## config.mk

```make
export PLATFORM = sky130hd
export DESIGN_NAME = timer_expiry_queue_core
export DESIGN_NICKNAME = d
export VERILOG_FILES = /design/src/rtl/teq_pkg.sv /design/src/rtl/timer_expiry_queue_core.sv /design/src/rtl/teq_datapath.sv /design/src/rtl/teq_ctrl.sv
export VERILOG_INCLUDE_DIRS = /design/src /design/src/rtl
export SDC_FILE = /design/constraint.sdc
export NUM_CORES = 2
export LEC_CHECK = 0
export BUFFER_PORTS_ARGS = -buffer_cell sky130_fd_sc_hd__buf_4
export CAP_MARGIN = 20
export CORE_UTILIZATION = 35
export CTS_CLUSTER_DIAMETER = 60
export DETAILED_ROUTE_END_ITERATION = 6
export RECOVER_POWER = 50
export SYNTH_ARGS = -nofsm -noshare
export SYNTH_HDL_FRONTEND = slang
export SYNTH_SLANG_ARGS = --single-unit
```

## constraint.sdc

```tcl
create_clock -name clk -period 12.9 [get_ports clk]
set_input_delay 1.29 -clock clk [delete_from_list [all_inputs] [get_ports clk]]
set_output_delay 1.29 -clock clk [all_outputs]
set_load 0.03 [all_outputs]
```

## src/rtl/timer_expiry_queue_core_assert.svh

```systemverilog
// Assertion macros for the timer expiry queue
`ifndef TIMER_EXPIRY_QUEUE_CORE_ASSERT_SVH
`define TIMER_EXPIRY_QUEUE_CORE_ASSERT_SVH
`ifndef SYNTHESIS
`define TEQ_ASSERT_IMPL(label, clk, rst_n, ante, cons) \
	label: assert property (@(posedge clk) disable iff (!rst_n) (ante) |-> (cons)) \
	else $error("assertion failed");
`define TEQ_ASSERT_NEXT(label, clk, rst_n, ante, cons) \
	label: assert property (@(posedge clk) disable iff (!rst_n) (ante) |=> (cons)) \
	else $error("assertion failed");
`else
`define TEQ_ASSERT_IMPL(label, clk, rst_n, ante, cons)
`define TEQ_ASSERT_NEXT(label, clk, rst_n, ante, cons)
`endif
`endif

```

## src/rtl/teq_pkg.sv

```systemverilog
// Shared types and constants of the timer expiry queue
package teq_pkg;
	localparam int unsigned TIMER_SLOTS_DEF = 16;
	localparam int unsigned MAX_FIRES = 16;
	localparam int unsigned TIME_W = 48;
	localparam int unsigned ID_W = 32;

	typedef enum logic [1:0] {
		CMD_ADD = 2'd0,
		CMD_CANCEL = 2'd1,
		CMD_TICK = 2'd2,
		CMD_NONE = 2'd3
	} cmd_t;

	typedef enum logic [2:0] {
		KIND_ADDED = 3'd0,
		KIND_FULL = 3'd1,
		KIND_CANCELLED = 3'd2,
		KIND_NOT_FOUND = 3'd3,
		KIND_FIRED = 3'd4,
		KIND_NONE_FIRED = 3'd5
	} kind_t;

	typedef enum logic [2:0] {
		ST_IDLE,
		ST_SCAN,
		ST_ACT,
		ST_RESCAN,
		ST_OUT
	} state_t;

	// controller -> datapath
	typedef struct packed {
		logic load;      // capture input item, clear scan
		logic scan_step; // examine one slot
		logic act;       // apply result of scan
		logic last_fix;  // end of look-ahead scan: settle last flag
	} teq_cmd_t;

	// datapath -> controller
	typedef struct packed {
		logic scan_done;
		logic more;      // tick: another fire may follow
		logic ignore;    // unused command
	} teq_sts_t;
endpackage

```

## src/rtl/timer_expiry_queue_core.sv

```systemverilog
// Top level of the timer expiry queue
// Timer table of TIMER_SLOTS entries, scanned one slot a cycle through a single
// comparator with registered table reads. An add or cancel runs the scan, a table
// update, offering the result and an idle state before the earliest next transfer
// in. An unused command returns to idle and gives no result. A tick scans the whole
// table once and then, per fired timer (at most MAX_FIRES), spends a table update,
// a full look-ahead scan that tells whether another fire follows (left out at the
// fire limit) and then offers the result; a tick that fires nothing offers only a
// none-fired result. A result waits in the output register until transferred; the
// next item is taken after the last result.
module timer_expiry_queue_core import teq_pkg::*; #(
	parameter int unsigned TIMER_SLOTS = TIMER_SLOTS_DEF
) (
	input  logic              clk,
	input  logic              arst_n,
	input  logic              in_valid,
	output logic              in_stall,
	input  logic [1:0]        command,
	input  logic [TIME_W-1:0] now_ms,
	input  logic [ID_W-1:0]   delay_ms,
	input  logic [ID_W-1:0]   period_ms,
	input  logic [ID_W-1:0]   cancel_id,
	output logic              out_valid,
	input  logic              out_stall,
	output logic [2:0]        kind,
	output logic [ID_W-1:0]   timer_id,
	output logic [ID_W-1:0]   rearm_id,
	output logic              last
);
`include "timer_expiry_queue_core_assert.svh"
	teq_cmd_t ctl;
	teq_sts_t sts;

	teq_datapath #(.TIMER_SLOTS(TIMER_SLOTS)) u_dp (
		.clk, .arst_n, .ctl, .sts, .command, .now_ms, .delay_ms, .period_ms,
		.cancel_id, .kind, .timer_id, .rearm_id, .last
	);

	teq_ctrl u_ctrl (
		.clk, .arst_n, .in_valid, .in_stall, .out_valid, .out_stall, .sts,
		.dp_last(last), .ctl
	);

	`TEQ_ASSERT_IMPL(a_no_accept_busy, clk, arst_n, out_valid, in_stall)
	`TEQ_ASSERT_NEXT(a_load_scan, clk, arst_n, in_valid && !in_stall, !out_valid)
endmodule

```

## src/rtl/teq_datapath.sv

```systemverilog
// Timer table, slot scanner and result register
module teq_datapath import teq_pkg::*; #(
	parameter int unsigned TIMER_SLOTS = TIMER_SLOTS_DEF
) (
	input  logic                 clk,
	input  logic                 arst_n,
	input  teq_cmd_t             ctl,
	output teq_sts_t             sts,
	input  logic [1:0]           command,
	input  logic [TIME_W-1:0]    now_ms,
	input  logic [ID_W-1:0]      delay_ms,
	input  logic [ID_W-1:0]      period_ms,
	input  logic [ID_W-1:0]      cancel_id,
	output logic [2:0]           kind,
	output logic [ID_W-1:0]      timer_id,
	output logic [ID_W-1:0]      rearm_id,
	output logic                 last
);
	localparam int unsigned IW = (TIMER_SLOTS > 1) ? $clog2(TIMER_SLOTS) : 1;
	localparam int unsigned CW = $clog2(TIMER_SLOTS + 1);
	localparam int unsigned FW = $clog2(MAX_FIRES + 1);

	logic [TIMER_SLOTS-1:0] valid_q, done_q;
	logic [ID_W-1:0]   id_mem [TIMER_SLOTS];
	logic [TIME_W-1:0] exp_mem [TIMER_SLOTS];
	logic [ID_W-1:0]   per_mem [TIMER_SLOTS];
	logic [ID_W-1:0]   id_ctr_q;

	logic [1:0]        cmd_q;
	logic [TIME_W-1:0] now_q;
	logic [ID_W-1:0]   delay_q, period_q, cid_q;
	logic [CW-1:0]     idx_q;
	logic              found_q;
	logic [IW-1:0]     best_q;
	logic [TIME_W-1:0] best_exp_q;
	logic [ID_W-1:0]   best_id_q, best_per_q;
	logic [FW-1:0]     nfire_q;
	logic [ID_W-1:0]   rd_id_q, rd_per_q;
	logic [TIME_W-1:0] rd_exp_q;

	logic [IW-1:0]     idx, rd_idx;
	logic [CW-1:0]     idx_d;
	logic [ID_W-1:0]   next_id, id_inc;
	logic [TIME_W:0]   sum;
	logic [TIME_W-1:0] sat;
	logic              cand, better, take;

	assign idx = idx_q[IW-1:0];
	assign id_inc = id_ctr_q + 1'b1;
	assign next_id = (id_inc == '0) ? {{(ID_W-1){1'b0}}, 1'b1} : id_inc;

	// table read is registered: fetch the slot the next cycle will examine
	always_comb begin
		if (ctl.load || ctl.act)
			idx_d = '0;
		else if (ctl.scan_step)
			idx_d = idx_q + 1'b1;
		else
			idx_d = idx_q;
	end
	assign rd_idx = idx_d[IW-1:0];

	always_comb begin
		cand = 1'b0;
		better = 1'b0;
		case (cmd_t'(cmd_q))
			CMD_ADD: cand = !valid_q[idx];
			CMD_CANCEL: cand = valid_q[idx] && rd_id_q == cid_q;
			CMD_TICK: begin
				cand = valid_q[idx] && !done_q[idx] && rd_exp_q <= now_q;
				better = rd_exp_q < best_exp_q ||
					(rd_exp_q == best_exp_q && rd_id_q < best_id_q);
			end
			default: cand = 1'b0;
		endcase
	end

	assign take = ctl.scan_step && cand &&
		(!found_q || (cmd_t'(cmd_q) == CMD_TICK && better));

	// saturating expiry for add or re-arm
	always_comb begin
		if (cmd_t'(cmd_q) == CMD_ADD)
			sum = {1'b0, now_q} + {{(TIME_W-ID_W+1){1'b0}}, delay_q};
		else
			sum = {1'b0, now_q} + {{(TIME_W-ID_W+1){1'b0}}, best_per_q};
		sat = sum[TIME_W] ? {TIME_W{1'b1}} : sum[TIME_W-1:0];
	end

	assign sts.scan_done = (idx_q == CW'(TIMER_SLOTS - 1)) ||
		(found_q && cmd_t'(cmd_q) != CMD_TICK) ||
		(cand && cmd_t'(cmd_q) != CMD_TICK);
	assign sts.more = found_q && cmd_t'(cmd_q) == CMD_TICK &&
		nfire_q != FW'(MAX_FIRES - 1);
	assign sts.ignore = cmd_t'(cmd_q) == CMD_NONE;

	always_ff @(posedge clk or negedge arst_n) begin
		if (!arst_n) begin
			valid_q <= '0;
			done_q <= '0;
			id_ctr_q <= '0;
			cmd_q <= CMD_NONE;
			idx_q <= '0;
			found_q <= 1'b0;
			nfire_q <= '0;
		end else begin
			idx_q <= idx_d;
			if (ctl.load) begin
				cmd_q <= command;
				done_q <= '0;
				found_q <= 1'b0;
				nfire_q <= '0;
			end
			if (take)
				found_q <= 1'b1;
			if (ctl.act) begin
				found_q <= 1'b0;
				case (cmd_t'(cmd_q))
					CMD_ADD: if (found_q) begin
						valid_q[best_q] <= 1'b1;
						id_ctr_q <= next_id;
					end
					CMD_CANCEL: if (found_q) valid_q[best_q] <= 1'b0;
					CMD_TICK: if (found_q) begin
						done_q[best_q] <= 1'b1;
						nfire_q <= nfire_q + 1'b1;
						if (best_per_q != '0) id_ctr_q <= next_id;
						else valid_q[best_q] <= 1'b0;
					end
					default: ;
				endcase
			end
		end
	end

	always_ff @(posedge clk) begin
		rd_id_q <= id_mem[rd_idx];
		rd_exp_q <= exp_mem[rd_idx];
		rd_per_q <= per_mem[rd_idx];
		if (ctl.load) begin
			now_q <= now_ms;
			delay_q <= delay_ms;
			period_q <= period_ms;
			cid_q <= cancel_id;
		end
		if (take) begin
			best_q <= idx;
			best_exp_q <= rd_exp_q;
			best_id_q <= rd_id_q;
			best_per_q <= rd_per_q;
		end
		if (ctl.act) begin
			case (cmd_t'(cmd_q))
				CMD_ADD: begin
					if (found_q) begin
						id_mem[best_q] <= next_id;
						exp_mem[best_q] <= sat;
						per_mem[best_q] <= period_q;
						kind <= KIND_ADDED;
						timer_id <= next_id;
					end else begin
						kind <= KIND_FULL;
						timer_id <= '0;
					end
					rearm_id <= '0;
					last <= 1'b1;
				end
				CMD_CANCEL: begin
					kind <= found_q ? KIND_CANCELLED : KIND_NOT_FOUND;
					timer_id <= '0;
					rearm_id <= '0;
					last <= 1'b1;
				end
				default: begin
					if (found_q) begin
						kind <= KIND_FIRED;
						timer_id <= best_id_q;
						if (best_per_q != '0) begin
							id_mem[best_q] <= next_id;
							exp_mem[best_q] <= sat;
							rearm_id <= next_id;
						end else begin
							rearm_id <= '0;
						end
						// final by the fire limit; otherwise the look-ahead scan decides
						last <= (nfire_q == FW'(MAX_FIRES - 1));
					end else begin
						kind <= KIND_NONE_FIRED;
						timer_id <= '0;
						rearm_id <= '0;
						last <= 1'b1;
					end
				end
			endcase
		end
		if (ctl.last_fix) last <= !(found_q || cand);
		if (ctl.load) last <= 1'b0;
	end
endmodule

```

## src/rtl/teq_ctrl.sv

```systemverilog
// Sequencing controller of the timer expiry queue
module teq_ctrl import teq_pkg::*; (
	input  logic     clk,
	input  logic     arst_n,
	input  logic     in_valid,
	output logic     in_stall,
	output logic     out_valid,
	input  logic     out_stall,
	input  teq_sts_t sts,
	input  logic     dp_last,
	output teq_cmd_t ctl
);
	state_t state_q, state_d;

	always_comb begin
		state_d = state_q;
		case (state_q)
			ST_IDLE: if (in_valid) state_d = ST_SCAN;
			ST_SCAN: begin
				if (sts.ignore) state_d = ST_IDLE;
				else if (sts.scan_done) state_d = ST_ACT;
			end
			// after a fire below the fire limit, scan again before offering it to learn whether it is final
			ST_ACT: state_d = sts.more ? ST_RESCAN : ST_OUT;
			ST_RESCAN: if (sts.scan_done) state_d = ST_OUT;
			ST_OUT: if (!out_stall) state_d = (dp_last) ? ST_IDLE : ST_ACT;
			default: state_d = ST_IDLE;
		endcase
	end

	always_comb begin
		ctl = '0;
		in_stall = 1'b1;
		out_valid = 1'b0;
		case (state_q)
			ST_IDLE: begin
				in_stall = 1'b0;
				ctl.load = in_valid;
			end
			ST_SCAN: ctl.scan_step = !sts.ignore;
			ST_ACT: ctl.act = 1'b1;
			ST_RESCAN: begin
				ctl.scan_step = 1'b1;
				ctl.last_fix = sts.scan_done;
			end
			ST_OUT: out_valid = 1'b1;
			default: ;
		endcase
	end

	always_ff @(posedge clk or negedge arst_n) begin
		if (!arst_n) state_q <= ST_IDLE;
		else state_q <= state_d;
	end
endmodule
```

==> out/qor.yml <==
r2r-start: "u_ctrl.state_q[0]"
initial_core_util_pct: 35.3
leakagePower_nw: 36.9
htree_levels: 4
max_stage_delay_ps: 2000
drt_iter0_drc: 6373
synth_top_area_cell: "edfxtp_1"
peakVddDrop_v: 0.000193
syn_area_sq_um: 93700
layout_common_cells: "2119 x edfxtp_1, 1981 x nand2_1, 952 x nand3_1, 228 x a311oi_1, 221 x clkbuf_16"
worst-path-max-fanout: 101
die_w_um: 519
die-height_um: 519
overflow: 0
worst_pin_slew_ps: 4220
synth_top_area_share_pct: 67.9
fin_crit_sh_pct: 60.6
endpoint: "u_dp.rd_id_q[23]"
via_count: 59500
syn2layout_area_growth_pct: 13.0
worstSetupStartpointType: "register"
critPathKind: "register to register"
worstPathCellList: "nor3_1, nand2_1, clkinvlp_2, or3_4, inv_8, buf_4, buf_4, nand2_1, and3_1, a311oi_1, a311oi_1, a31oi_1"
tns_ps: 0
synth_area_leaders: "edfxtp_1 68%, nand2_1 7.9%, nand3_1 5.1%"
cts_tree: "done"
hold_class: "register to register"
rrSetupSlack_ps: 5080
vias_per_cell: 5.32
wl_um: 262000
std_cell_rows: 189
ant_nets: 0
cp.depth: 12
rsz0062_at_grt: "false"
clockRootBuffer: "clkbuf_16"
violations: "design-rule violations, max-capacitance violations, max-slew violations"
timing.slew.headroom_pct: -181
ys_seq_elements: 2312
die-area_sq_um: 270000
gp_congestion: 0.919
synthFlopType: "edfxtp_1"
layout_commonest_cell: "edfxtp_1"
critPathTopFamily: "buffers and inverters"
cp-end-kind: "register"
clk_latency_ps: 910
path_buf_inv: 4
arrival_ps: 8640
finalHoldViolCount: 0
cts.sinks: 2312
status: "finished with violations"
antenna_found_initial: 10
nFillCells: 24500
ys.warnings.count: 0
grt_usage_pct: 19.0
boundaryPins: 220
cp-startpoint: "u_ctrl.state_q[0]"
num-nets-final: 7758
dr.pass1.iters: 7
yosysSeqAreaShare_pct: 72.5
async_flop_share_pct: 3.46
cp_slowest_cell: "clkinvlp_2"
r2r_cells: 12
drive_gt1_share_pct: 7.65
setup_viol: 0
first_global_vias: 57400
cts_buffer_depth: 3
core_sq_um: 266000
post-route-cell-area_sq_um: 106000
dpl-instance-area_sq_um: 99200
clkTransAtPathRegs_ps: 60
power_density_nw_per_um2: 227
hold_buffers: 0
synth_fp_nets: 7637
grt_pass1_wl_um: 382000
post_cts_buffers: 0
wl_per_cell_um: 23.5
timing.max_cap.violations: 37
remaining_drc_errors: 3
cts_resized: 0
fin_skew_ps: 91.2
place_hpwl_um: 148000
syn_inst: 7318
numCtsBuffers: 220
worstPathRequired_ps: 13720
grt_max_degree: 158
rr_endpoint: "u_dp.rd_id_q[23]"
synth_area_per_cell_sq_um: 12.8
port_buffers: 219
finalCriticalPeriod_ps: 7820
slew_viol_final: 1118
yosys.cell_types.count: 83
max_freq_ghz: 0.128
synth_edf_count: 2119
## worst min path at each step
stage / startpoint / endpoint / slack (ps) / depth (start not counted)
floorplan: u_dp.rd_per_q[0] / u_dp.best_per_q[0] / 390 / 0
global placement: u_dp.rd_per_q[7] / u_dp.best_per_q[7] / 390 / 0
detailed placement: u_dp.rd_per_q[7] / u_dp.best_per_q[7] / 390 / 0
CTS: arst_n / u_dp.id_ctr_q[23] / 310 / 1
global route: u_dp.rd_per_q[7] / u_dp.best_per_q[7] / 400 / 0
finish: u_dp.rd_per_q[7] / u_dp.best_per_q[7] / 400 / 0
## cell families (layout without fill, tap and decap cells)
| group | Yosys count | in the layout | synth area share [%] |
|---|---|---|---|
| multiplexers | 56 | 56 | 0.769 |
| other | 0 | 7 | 0 |
| AND/OR/NAND/NOR | 3384 | 3384 | 15.8 |
| adder cells (fa/ha/maj) | 169 | 169 | 2.27 |
| XOR/XNOR | 127 | 127 | 1.20 |
| buffers and inverters | 623 | 937 | 2.67 |
| flip-flops | 2312 | 2312 | 72.5 |
| AO/OA/AOI/OAI | 647 | 647 | 4.84 |
## metrics by stage
stage	cells	total power [mW]	hold slack, ps	utilization (%)	worst slack, ps
6_report	11200	24.0	397	39.9	5080
5_1_grt	11200	25.1	400	39.9	4450
4_1_cts	11200	24.1	311	40.1	6800
3_5_place_dp	10700	17.6	389	37.4	6500
3_3_place_gp	10700	17.4	391	37.4	6570
2_1_floorplan	7318	15.1	386	-	2270
## flip-flops by register name, indices dropped and copies added (netlist names), 48 cells and up, named ones only
name	cells
u_dp.per_mem	512
u_dp.exp_mem	768
u_dp.best_exp_q	48
u_dp.id_mem	512
u_dp.rd_exp_q	48
u_dp.now_q	48
## where the power goes
group | switching (mW) | internal [mW] | leakage, nW
clock | 2.87 | 3.67 | 3.56
combinational | 5.02 | 2.06 | 13.0
sequential | 0.573 | 9.79 | 20.3
## synthesized netlist by cell type (all sizes together) (5+ instances only)
master  number
a31oi      122
mux2i        9
mux2        38
buf        126
and3       127
dfxtp      113
o21ai      120
xor2        41
nand2b      21
mux4         9
a21o        30
and2         7
nand2     1982
clkbuf     303
dfrtp       78
xnor2       86
nor3b        5
edfxtp    2119
a21oi       85
nand4       53
or4          6
nor3        34
ha         168
a211oi      10
or3         10
nor2b       16
a311oi     228
nor2       135
inv        194
nand3      952
o211ai       9
nor4        21
## layout make-up
| cell class | instances | area (sq um) | area share [%] |
|---|---|---|---|
| Antenna cell | 7 | 17.5 | 0.0165 |
| Clock buffer | 301 | 6010 | 5.68 |
| Clock inverter | 114 | 1370 | 1.29 |
| Inverter | 194 | 752 | 0.710 |
| Multi-Input combinational cell | 4383 | 23400 | 22.1 |
| Sequential cell | 2312 | 67900 | 64.1 |
| Tap cell | 3533 | 4420 | 4.18 |
| Timing Repair Buffer | 328 | 2020 | 1.91 |
## metal layers
layer	global-route usage, %	wire [um]	up-vias
met5	0	0	-
met4	9.52	13800	0
met3	2.20	15200	485
met2	31.8	127000	2171
met1	24.4	106000	29900
li1	-	-	26900
(Power assumes the default switching activity.)
